--- src/sv/apfp_pkg.sv ---
package apfp_pkg;

    // Frame geometry and store sizing
    localparam int MAX_DIM      = 2048;
    localparam int DIM_W        = $clog2(MAX_DIM);
    localparam int CFG_W        = DIM_W + 1;
    localparam int PACKED_BYTES = 8192;
    localparam int IDX_W        = $clog2(PACKED_BYTES);
    localparam int PROD_W       = DIM_W + CFG_W;
    localparam int ADDR_W       = 24;
    localparam int PIX_W        = 24;

    localparam logic [15:0] MONO_THRESHOLD = 16'h8FFF;
    localparam logic [1:0]  GREY_MASK      = 2'h3;

    // Reset values of the configuration registers
    localparam logic [CFG_W-1:0] FRAME_WIDTH_RST  = CFG_W'(320);
    localparam logic [CFG_W-1:0] FRAME_HEIGHT_RST = CFG_W'(240);

    typedef enum logic [1:0] {
        FMT_MONO   = 2'd0,
        FMT_GREY   = 2'd1,
        FMT_RGB565 = 2'd2,
        FMT_RGB888 = 2'd3
    } fmt_t;

    typedef enum logic [1:0] {
        REG_FRAME_WIDTH  = 2'd0,
        REG_FRAME_HEIGHT = 2'd1,
        REG_PIXEL_FORMAT = 2'd2
    } reg_idx_t;

    typedef enum logic {
        OP_SET_AREA = 1'b0,
        OP_PIXEL    = 1'b1
    } opcode_t;

    // Request after position lookup and row multiply
    typedef struct packed {
        logic              pixel;
        logic [DIM_W-1:0]  x;
        logic [DIM_W-1:0]  y;
        logic [PROD_W-1:0] prod;
        logic [PIX_W-1:0]  pix;
        logic              done;
    } stage_a_t;

    // Request after address and bounds resolution
    typedef struct packed {
        logic              packed_wr;
        logic              write_valid;
        logic              out_of_frame;
        logic [ADDR_W-1:0] byte_address;
        logic [PIX_W-1:0]  write_data;
        logic [1:0]        byte_count;
        logic [7:0]        bit_mask;
        logic [7:0]        bit_set;
        logic              done;
    } stage_b_t;

endpackage

--- src/sv/apfp_front.sv ---
module apfp_front (
    input  logic                       clk,
    input  logic                       rst_n,
    input  logic                       adv,
    input  logic                       accept,
    input  logic                       opcode,
    input  logic [apfp_pkg::DIM_W-1:0] area_x_first,
    input  logic [apfp_pkg::DIM_W-1:0] area_y_first,
    input  logic [apfp_pkg::DIM_W-1:0] area_x_last,
    input  logic [apfp_pkg::DIM_W-1:0] area_y_last,
    input  logic [apfp_pkg::PIX_W-1:0] pixel_value,
    input  apfp_pkg::fmt_t             fmt,
    input  logic [apfp_pkg::CFG_W-1:0] frame_width,
    output logic                       a_valid,
    output apfp_pkg::stage_a_t         a
);
    import apfp_pkg::*;

    logic [DIM_W-1:0]  column_now_reg, column_now_next;
    logic [DIM_W-1:0]  row_now_reg, row_now_next;
    logic [DIM_W-1:0]  rect_left_reg, rect_left_next;
    logic [DIM_W-1:0]  rect_right_reg, rect_right_next;
    logic [DIM_W-1:0]  rect_bottom_reg, rect_bottom_next;
    logic              a_valid_reg;
    stage_a_t          a_reg, a_next;
    logic [CFG_W-1:0]  mul_op;
    logic [PROD_W-1:0] prod;

    // Pick the row stride for the active format
    always_comb
    begin
        unique case (fmt)
            FMT_MONO: mul_op = CFG_W'(frame_width[CFG_W-1:3]);
            FMT_GREY: mul_op = CFG_W'(frame_width[CFG_W-1:2]);
            default:  mul_op = frame_width;
        endcase
    end

    assign prod = PROD_W'(row_now_reg) * PROD_W'(mul_op);

    // Advance the position or load a new rectangle
    always_comb
    begin
        column_now_next  = column_now_reg;
        row_now_next     = row_now_reg;
        rect_left_next   = rect_left_reg;
        rect_right_next  = rect_right_reg;
        rect_bottom_next = rect_bottom_reg;
        if (accept)
        begin
            if (opcode == OP_SET_AREA)
            begin
                rect_left_next   = area_x_first;
                row_now_next     = area_y_first;
                rect_right_next  = area_x_last;
                rect_bottom_next = area_y_last;
                column_now_next  = area_x_first;
            end
            else if (column_now_reg == rect_right_reg)
            begin
                column_now_next = rect_left_reg;
                row_now_next    = row_now_reg + DIM_W'(1);
            end
            else
            begin
                column_now_next = column_now_reg + DIM_W'(1);
            end
        end
    end

    // Capture the request with its position
    always_comb
    begin
        a_next.pixel = (opcode == OP_PIXEL);
        a_next.x     = column_now_reg;
        a_next.y     = row_now_reg;
        a_next.prod  = prod;
        a_next.pix   = pixel_value;
        a_next.done  = (opcode == OP_PIXEL) && (column_now_reg == rect_right_reg)
                       && (row_now_reg == rect_bottom_reg);
    end

    always_ff @(posedge clk or negedge rst_n)
    begin
        if (!rst_n)
        begin
            column_now_reg  <= '0;
            row_now_reg     <= '0;
            rect_left_reg   <= '0;
            rect_right_reg  <= '0;
            rect_bottom_reg <= '0;
            a_valid_reg     <= 1'b0;
        end
        else
        begin
            column_now_reg  <= column_now_next;
            row_now_reg     <= row_now_next;
            rect_left_reg   <= rect_left_next;
            rect_right_reg  <= rect_right_next;
            rect_bottom_reg <= rect_bottom_next;
            if (adv)
            begin
                a_valid_reg <= accept;
            end
        end
    end

    // Hold payload while stalled
    always_ff @(posedge clk)
    begin
        if (adv && accept)
        begin
            a_reg <= a_next;
        end
    end

    assign a_valid = a_valid_reg;
    assign a       = a_reg;

endmodule

--- config.mk ---
export PLATFORM = sky130hd
export DESIGN_NAME = apfp_front
export DESIGN_NICKNAME = d
export VERILOG_FILES = /design/src/sv/apfp_pkg.sv /design/src/sv/apfp_front.sv
export SDC_FILE = /design/constraint.sdc
export NUM_CORES = 1
export LEC_CHECK = 0
export BUFFER_PORTS_ARGS = -buffer_cell sky130_fd_sc_hd__buf_2
export CAP_MARGIN = 20
export CORE_UTILIZATION = 35
export DETAILED_ROUTE_END_ITERATION = 8
export PLACE_DENSITY = 0.62
export SYNTH_ARGS = -nofsm -noshare
export SYNTH_HDL_FRONTEND = slang
export SYNTH_SLANG_ARGS = --single-unit
--- constraint.sdc ---
create_clock -name clk -period 6.2 [get_ports clk]
set_input_delay 0.93 -clock clk [delete_from_list [all_inputs] [get_ports clk]]
set_output_delay 0.93 -clock clk [all_outputs]
set_load 0.05 [all_outputs]
==> results of run 1 <==
==> logic make-up after synthesis <==
| kind of cell | Yosys count | share of synthesized area (%) |
|---|---|---|
| adder cells (fa/ha/maj) | 152 | 26.6 |
| multiplexers | 50 | 5.67 |
| XOR/XNOR | 43 | 3.89 |
| AND/OR/NAND/NOR | 267 | 13.7 |
| buffers and inverters | 160 | 6.26 |
| flip-flops | 127 | 36.5 |
| AO/OA/AOI/OAI | 112 | 7.37 |
==> where the power goes <==
| part | switching (mW) | internal, mW |
|---|---|---|
| clock | 0.431 | 0.683 |
| sequential | 0.130 | 1.27 |
| combinational | 2.84 | 2.46 |
| total | 3.40 | 4.41 |
==> synthesized netlist by cell type, drive strengths merged (8+ instances only) <==
cell type,instances
xor2,28
and3,23
buf,8
nand3,23
ha,63
nand2,100
edfxtp,71
xnor2,15
a31oi,8
o21ai,27
mux2i,12
mux2,38
inv,112
dfrtp,56
fa,89
nor2b,13
nor2,30
a21oi,38
clkbuf,39
and2,52
==> worst max path at each step <==
stage,depth (start not counted),slack (ns),endpoint
2_1_floorplan,21,0.001,a[44]$_DFFE_PP_
3_3_place_gp,22,-0.19,a[44]$_DFFE_PP_
3_5_place_dp,21,-0.24,a[44]$_DFFE_PP_
4_1_cts,21,0.20,a[44]$_DFFE_PP_
5_1_grt,22,0.03,a[44]$_DFFE_PP_
6_report,22,0.28,a[44]$_DFFE_PP_
==> per-stage QoR <==
step | power, mW | setup TNS, ns | util (%)
finish | 7.82 | 0 | 43.7
global route | 8.64 | 0 | 43.7
CTS | 7.91 | 0 | 43.6
detailed placement | 6.74 | -0.834 | 41.2
global placement | 6.71 | -0.446 | 41.2
floorplan | 5.12 | 0 | -
==> timing repair <==
| item | in CTS | in global routing |
|---|---|---|
| resized for setup | 0 | 4 |
| setup buffers | 0 | 1 |
| endpoints found under the setup margin | 0 | 4 |
==> worst max-delay path, delay by kind of cell <==
kind / cells / cell delay (ns)
compound gates: 5 / 1.05
simple gates: 3 / 0.41
fa+ha+maj: 6 / 2.90
mux: 1 / 0.19
buf+inv: 6 / 0.54
xor+xnor: 1 / 0.07
==> layout make-up <==
type / count / area [sq um]
inverters: 113 / 424
diodes: 4 / 10.0
multi-input cells: 624 / 5560
clock buffers: 18 / 429
fillers: 2651 / 15200
flip-flops and latches: 127 / 3530
repair buffers: 216 / 1230
clock inverters: 14 / 206
well taps: 341 / 427
==> layer usage <==
layer | share of wire (%) | track usage, % | up-vias
li1 | - | - | 3396
met5 | 0.057 | 0 | -
met2 | 47 | 25.7 | 202
met3 | 5.3 | 3.62 | 21
met1 | 46 | 23.3 | 3519
met4 | 1.5 | 5.34 | 2
==> impl_metrics.env, run 1 <==
export IMPL_path_class="primary input to flop"
export IMPL_grt_pass1_vias=7046
export IMPL_period_needed_ns=5.92
export IMPL_fmax_ghz=0.169
export IMPL_leakage_nw=5.59
export IMPL_cts_tree="done"
export IMPL_rsz0062_at_grt="false"
export IMPL_hold_viol_final=0
export IMPL_whs_ns=0.511
export IMPL_timing_final_ws_setup_ns=0.283
export IMPL_holdPathStages=1
export IMPL_final_common_cell="buf_2"
export IMPL_fin_cells=1457
export IMPL_maxSlewHeadroom_pct=33.3
export IMPL_yosys_area_top_type="edfxtp_1"
export IMPL_dpl_cell_area_sq_mm=0.0111
export IMPL_postRouteAntennaNets=0
export IMPL_largest_register_ffs=71
export IMPL_worstPathCellList="buf_4, mux2i_1, o21ai_0, buf_4, and2_1, fa_1, inv_1, fa_1, inv_1, fa_1, fa_1, inv_1, fa_1, inv_1, ha_1, o21ai_0, nand2b_1, nor2b_1, a221o_2, a211o_1, a21oi_2, xnor2_1"
export IMPL_crit_arrival_ns=6.10
export IMPL_setup_violations=0
export IMPL_r2r_cells=17
export IMPL_hp_start="rect_left_reg[9]$_DFFE_PN0P_"
export IMPL_cp_slowest_cell="fa_1"
export IMPL_hp_class="flop to flop"
export IMPL_cp_common_cell="fa_1"
export IMPL_synth_area_top_cells="edfxtp_1 22%, fa_1 18%, dfrtp_1 14%, ha_1 8.2%, mux2_2 4.4%"
export IMPL_yosys_warnings=0
export IMPL_synth_cells=911
export IMPL_drive_gt1_share_pct=27.2
export IMPL_seq_area_frac_synth_pct=36.5
export IMPL_holdPathEnd="rect_left_reg[9]$_DFFE_PN0P_"
export IMPL_layout_nets=1338
export IMPL_critPathLaunch="fmt[0]"
export IMPL_clkSinkCount=127
export IMPL_maxSlewViolCount=0
export IMPL_cp_data_required_time_ns=6.38
export IMPL_syn_nets=1150
export IMPL_status="finished, final reports clean"
export IMPL_end_kind="flop"
export IMPL_start_kind="primary input"
export IMPL_die_w_microns=168
export IMPL_async_flop_share_pct=44.1
export IMPL_cts_root_buffer="clkbuf_16"
export IMPL_maxCapViolCount=0
export IMPL_dp_cells=1420
export IMPL_synth_edf_count=71
export IMPL_r2r_slack_ns=0.61
export IMPL_syn_area_sq_mm=0.00967
export IMPL_ir_drop_mv=0.605
export IMPL_clock_path_buffers=2
export IMPL_gr_total_overflow=0
export IMPL_num_rows=60
export IMPL_via_per_inst=4.90
export IMPL_tightestPinTransition_ns=1.00
export IMPL_initial_utilization_pct=35.8
export IMPL_drt_total_wl_mm=22.9
export IMPL_io_pins=159
export IMPL_ys_flop_type="edfxtp_1"
export IMPL_gp_congestion=0.811
export IMPL_powerDensity_mw_per_mm2=661
export IMPL_cts_reportedPaths_clkPinSlew_ns=0.07
export IMPL_dr_pass1_iters=5
export IMPL_htreeDepth=4
export IMPL_finalCritPeriodShare_pct=95.4
export IMPL_worst_clock_skew_ns=0.0122
export IMPL_cts_buffers=17
export IMPL_dieArea_sq_mm=0.0283
export IMPL_place_hpwl_mm=17.1
export IMPL_path_max_fanout=9
export IMPL_synthToLayoutAreaGrowth_pct=22.2
export IMPL_r2r_start="row_now_reg[7]$_DFFE_PN0P_"
export IMPL_yosys_register_bits=127
export IMPL_final_area_sq_mm=0.0118
export IMPL_place_worst_setup_slack_ns=-0.236
export IMPL_grt_max_degree=72
export IMPL_synth_cell_types=50
export IMPL_yosysTopAreaCellShare_pct=22.0
export IMPL_worstReg2RegEnd="a[44]$_DFFE_PP_"
export IMPL_antenna_found_initial=4
export IMPL_num_vias=7140
export IMPL_final_cell_mix="157 x buf_2, 112 x inv_1, 100 x nand2_1, 89 x fa_1, 71 x edfxtp_1"
export IMPL_cts_hold_buf=0
export IMPL_drt_initial_drc_count=310
export IMPL_die_y_microns=168
export IMPL_post_drt_wl_per_cell_microns=15.7
export IMPL_core_sq_mm=0.0270
export IMPL_track_usage_pct=16.6
export IMPL_drcViolationCount=0
export IMPL_grt_pass1_wl_mm=36.7
export IMPL_critPathMaxStageDelay_ns=0.54
export IMPL_synth_area_per_cell_sq_um=10.6
export IMPL_portBuffers=158
export IMPL_clk_latency_ns=0.43
No activity file was read; power rests on OpenSTA's default activity.
==> run 2, diff against run 1 <==
==> constraint.sdc (replaced) <==
create_clock -name clk -period 6.2 [get_ports clk]
set_input_delay 1.24 -clock clk [delete_from_list [all_inputs] [get_ports clk]]
set_output_delay 1.24 -clock clk [all_outputs]
set_load 0.05 [all_outputs]
==> run 2 against run 1 <==
  * First-iteration DRC count increased by 8.1%
  * Critical path depth decreased by 2
  * Via count increased by 1.3%
  * Die area unchanged
  * Final area increased by 2.6%
  * Global-route usage increased by 0.061 points
  * Wire length increased by 1.3%
  * Highest routed layer is now met4
==> impl_metrics.env, run 2 (synthesized netlist as in run 1, its figures left out) <==
export IMPL_status="finished, final reports clean"
export IMPL_initial_utilization_pct=35.8
export IMPL_worstReg2RegEnd="a[44]$_DFFE_PP_"
export IMPL_portBuffers=158
export IMPL_gp_congestion=0.857
export IMPL_die_y_microns=168
export IMPL_grt_pass1_vias=7081
export IMPL_crit_arrival_ns=6.20
export IMPL_htreeDepth=4
export IMPL_fill_cells=2548
export IMPL_tightestPinTransition_ns=0.998
export IMPL_postRouteAntennaNets=0
export IMPL_synthToLayoutAreaGrowth_pct=25.4
export IMPL_gr_total_overflow=0
export IMPL_post_drt_wl_per_cell_microns=15.8
export IMPL_finalCritPeriodShare_pct=97.2
export IMPL_dpl_cell_area_sq_mm=0.0113
export IMPL_grt_max_degree=72
export IMPL_dieArea_sq_mm=0.0283
export IMPL_io_pins=159
export IMPL_timing_final_ws_setup_ns=0.174
export IMPL_path_class="primary input to flop"
export IMPL_final_area_sq_mm=0.0121
export IMPL_via_per_inst=4.91
export IMPL_r2r_start="row_now_reg[6]$_DFFE_PN0P_"
export IMPL_hp_class="flop to flop"
export IMPL_maxCapViolCount=0
export IMPL_rsz0062_at_grt="true"
export IMPL_final_common_cell="buf_2"
export IMPL_place_hpwl_mm=17.2
export IMPL_die_w_microns=168
export IMPL_holdPathEnd="a_valid$_DFFE_PN0P_"
export IMPL_r2r_slack_ns=0.72
export IMPL_seqCellArea_sq_mm=0.00353
export IMPL_num_rows=60
export IMPL_worst_clock_skew_ns=0.00839
export IMPL_cts_root_buffer="clkbuf_16"
export IMPL_drt_initial_drc_count=335
export IMPL_period_needed_ns=6.03
export IMPL_track_usage_pct=16.7
export IMPL_drt_total_wl_mm=23.2
export IMPL_cts_buffers=17
export IMPL_clkSinkCount=127
export IMPL_setup_violations=0
export IMPL_clk_latency_ns=0.42
export IMPL_hold_viol_final=0
export IMPL_r2r_cells=19
export IMPL_cts_reportedPaths_clkPinSlew_ns=0.07
export IMPL_num_vias=7231
export IMPL_maxSlewHeadroom_pct=33.4
export IMPL_cts_tree="done"
export IMPL_largest_register_ffs=71
export IMPL_multiInputGateArea_sq_mm=0.00575
export IMPL_antenna_found_initial=1
export IMPL_fmax_ghz=0.166
export IMPL_final_cell_mix="156 x buf_2, 108 x inv_1, 97 x nand2_1, 85 x fa_1, 74 x buf_4"
export IMPL_drive_gt1_share_pct=31.6
export IMPL_path_max_fanout=7
export IMPL_grt_pass1_wl_mm=36.9
export IMPL_hp_start="a_valid$_DFFE_PN0P_"
export IMPL_maxSlewViolCount=0
export IMPL_place_worst_setup_slack_ns=-0.464
export IMPL_holdPathStages=1
export IMPL_start_kind="primary input"
export IMPL_dr_pass1_iters=5
export IMPL_cts_hold_buf=0
export IMPL_core_sq_mm=0.0270
export IMPL_drcViolationCount=0
export IMPL_cp_data_required_time_ns=6.37
export IMPL_layout_nets=1357
export IMPL_clock_path_buffers=2
export IMPL_end_kind="flop"
-- run 2: cell count changes in the layout (fill, tap and decap cells not counted), moves of 4 or more --
cell     before  now
buf_4        59   74
o21ai_0      24   14
ha_1         63   57
ha_4          0    6
o21ai_2       2    7
and2_1       51   47
and2_4        1    5
buf_6         0    4
fa_1         89   85
fa_2          0    4
inv_1       112  108
inv_2         0    4
-- run 2: what timing repair did --
item	in CTS	in global routing
gates resized for setup	4	34
pin swaps	1	18
buffers inserted	0	6
endpoints found under the setup margin	3	6
-- run 2: critical path, cell delays in order --
cell	delay, ns
buf_6	0.12
buf_4	0.13
mux2i_1	0.12
o21ai_2	0.27
buf_4	0.17
and2_4	0.13
fa_1	0.45
fa_1	0.57
fa_1	0.44
fa_1	0.49
inv_1	0.05
fa_1	0.53
inv_1	0.06
ha_4	0.27
and3_4	0.20
nand2_4	0.06
o31ai_4	0.34
a221oi_4	0.14
buf_4	0.16
a211o_1	0.25
-- run 2: final cells by class --
type	count	share of cell area [%]
antenna	1	0.0206
tap	341	3.52
clock inverter	15	1.46
multi-input combinational	624	47.4
clock buffer	17	3.51
inverter	113	3.50
timing repair buffer	235	11.5
sequential	127	29.1
-- run 2: per-layer routing --
| layer | routed length (microns) | track usage (%) | part of all wire, % | up-vias |
|---|---|---|---|---|
| met2 | 11000 | 26.2 | 47 | 190 |
| met1 | 11000 | 23.8 | 48 | 3597 |
| met4 | 201 | 4.07 | 0.87 | 0 |
| met5 | 0 | 0 | 0 | - |
| li1 | - | - | - | 3431 |
| met3 | 1030 | 3.10 | 4.4 | 13 |
-- run 2: how the worst max path moves through the flow --
stage | end | slack, ns | startpoint | cells after the start
after floorplan | a[44]$_DFFE_PP_ | 0.002 | fmt[0] | 20
after global placement | a[47]$_DFFE_PP_ | -0.36 | fmt[0] | 20
after detailed placement | a[45]$_DFFE_PP_ | -0.46 | fmt[0] | 19
after CTS | a[44]$_DFFE_PP_ | 0.05 | fmt[0] | 21
after global routing | a[44]$_DFFE_PP_ | -0.006 | fmt[0] | 23
final | a[47]$_DFFE_PP_ | 0.17 | fmt[0] | 20
-- run 2: stage by stage --
step                utilization [%]  hold WS, ns  TNS (ns)  instances
global route                   44.9        0.528  -0.00638       1472
floorplan                         -        0.423         0        911
global placement               42.0        0.486     -2.30       1434
finish                         44.9        0.508         0       1473
CTS                            44.3        0.513         0       1466
detailed placement             42.0        0.496     -3.25       1434
Power of run 2 is left out: the tool's default activity adds up to more than one toggle a clock period on the data nets, which glitch-free logic cannot reach.
==> run 3, diff against run 2 <==
CORE_MARGIN = 2   (was not set)
CTS_BUF_LIST = sky130_fd_sc_hd__clkbuf_8   (was not set)
==> run 3 against run 2 <==
  * Cell count hardly changed
  * Global-route usage down 0.52 points
  * Die area is 2.4% higher
  * Sequential cell count unchanged
  * Clock skew grew 0.011 ns
  * Maximum frequency decreased by 1.4%
  * Setup slack worse by 0.087 ns
  * First-iteration DRC count fell by 8.7%
  * Worst hold slack about the same
  * Critical path depth unchanged
==> impl_metrics.env, run 3 (synthesized netlist as in run 1, its figures left out) <==
export IMPL_cts_tree="done"
export IMPL_drt_initial_drc_count=306
export IMPL_dr_pass1_iters=4
export IMPL_period_needed_ns=6.11
export IMPL_worstPathCellList="buf_6, buf_6, buf_4, mux2i_2, o21ai_4, and2_4, fa_1, fa_2, fa_1, fa_1, inv_1, fa_1, inv_2, ha_4, a21o_1, a21o_1, a221o_2, a211o_1, a21oi_2, xnor2_1"
export IMPL_postRouteAntennaNets=0
export IMPL_die_y_microns=170
export IMPL_dieArea_sq_mm=0.0290
export IMPL_clock_path_buffers=2
export IMPL_fmax_ghz=0.164
export IMPL_critPathMaxStageDelay_ns=0.58
export IMPL_antenna_diode_count=0
export IMPL_drcViolationCount=0
export IMPL_maxCapViolCount=0
export IMPL_tightestPinTransition_ns=0.995
export IMPL_crit_arrival_ns=6.33
export IMPL_path_max_fanout=7
export IMPL_drive_gt1_share_pct=31.9
export IMPL_worst_clock_skew_ns=0.0189
export IMPL_grt_max_degree=72
export IMPL_portBuffers=158
export IMPL_end_kind="flop"
export IMPL_final_common_cell="buf_2"
export IMPL_place_hpwl_mm=17.2
export IMPL_largest_register_ffs=71
export IMPL_cp_data_required_time_ns=6.42
export IMPL_grt_pass1_vias=6982
export IMPL_track_usage_pct=16.2
export IMPL_finalCritPeriodShare_pct=98.6
export IMPL_clk_latency_ns=0.46
export IMPL_gp_congestion=0.837
export IMPL_cts_hold_buf=0
export IMPL_post_drt_wl_per_cell_microns=15.8
export IMPL_num_rows=60
export IMPL_hold_viol_final=0
export IMPL_synthToLayoutAreaGrowth_pct=23.5
export IMPL_clkSinkCount=127
export IMPL_status="finished, final reports clean"
export IMPL_die_w_microns=170
export IMPL_initial_utilization_pct=35.8
export IMPL_gr_total_overflow=0
export IMPL_final_area_sq_mm=0.0119
export IMPL_start_kind="primary input"
export IMPL_core_sq_mm=0.0270
export IMPL_num_vias=7182
export IMPL_via_per_inst=4.88
export IMPL_cts_reportedPaths_clkPinSlew_ns=0.09
export IMPL_io_pins=159
export IMPL_hp_class="flop to flop"
export IMPL_cts_root_buffer="clkbuf_8"
export IMPL_antenna_found_initial=1
export IMPL_drt_total_wl_mm=23.3
export IMPL_cts_buffers=17
export IMPL_maxSlewHeadroom_pct=33.7
export IMPL_htreeDepth=4
export IMPL_maxSlewViolCount=0
export IMPL_grt_pass1_wl_mm=36.6
export IMPL_path_class="primary input to flop"
export IMPL_dpl_cell_area_sq_mm=0.0113
export IMPL_cp_common_cell="fa_1"
export IMPL_final_cell_mix="158 x buf_2, 109 x inv_1, 96 x nand2_1, 84 x fa_1, 71 x edfxtp_1"
export IMPL_setup_violations=0
export IMPL_cp_slowest_cell="fa_2"
export IMPL_layout_nets=1357
==> run 3: cell types whose count changed in the layout (fill, tap and decap cells not counted), sizes merged <==
cell,previous run,this run
buf,234,235
diode,1,0
clkinv,7,5
inv,118,120
clkbuf,18,17
==> run 3: through the flow <==
step,hold WS (ns),setup TNS (ns),setup WS (ns),util (%),cells
3_3_place_gp,0.486,-2.58,-0.433,41.7,1425
5_1_grt,0.538,-0.0874,-0.0466,44.2,1472
2_1_floorplan,0.423,0,0.00176,-,911
6_report,0.508,0,0.0873,44.2,1472
3_5_place_dp,0.492,-2.98,-0.488,41.7,1425
4_1_cts,0.512,0,0.0469,43.2,1457
==> run 3: layout make-up <==
type,count,area (sq um)
Clock inverter,15,175
Multi-Input combinational cell,624,5750
Timing Repair Buffer,235,1400
Sequential cell,127,3530
Fill cell,2582,15100
Tap cell,341,427
Inverter,113,424
Clock buffer,17,234
==> run 3: path summary, 6_finish.rpt <==
path	start	to	slack, ns	cells after the start
setup / recovery	fmt[0]	a[44]$_DFFE_PP_	0.09	20
max in group asynchronous	rst_n	rect_bottom_reg[8]$_DFFE_PN0P_	4.76	2
hold reg to reg	a_valid$_DFFE_PN0P_	a_valid$_DFFE_PN0P_	0.51	1
setup reg to reg	row_now_reg[6]$_DFFE_PN0P_	a[44]$_DFFE_PP_	0.74	15
hold / removal	a_valid$_DFFE_PN0P_	a_valid$_DFFE_PN0P_	0.51	1
min in group asynchronous	rst_n	rect_left_reg[2]$_DFFE_PN0P_	0.93	2
==> run 3: worst max-delay path, delay by kind of cell <==
family / cells / cell delay, ns
multiplexers: 1 / 0.16
AND/OR/NAND/NOR: 1 / 0.20
AO/OA/AOI/OAI: 6 / 1.45
buffers and inverters: 5 / 0.46
XOR/XNOR: 1 / 0.08
adder cells (fa/ha/maj): 6 / 2.73
==> run 3: metal layers <==
metal  part of all wire (%)  track usage (%)  wire (microns)  vias up
li1                       -                -               -     3433
met1                     47             23.1           11000     3554
met2                     47             25.1           10900      166
met3                    4.2             2.47             987       27
met4                    1.9             5.57             441        2
met5                  0.069                0              16        -
==> run 3: timing repair <==
item                       4_1_cts  5_1_grt
setup endpoints to repair        1        7
resized for setup                1       41
pin swaps                        0       35
setup buffers                    0       15
Power of run 3 is left out for the same reason.
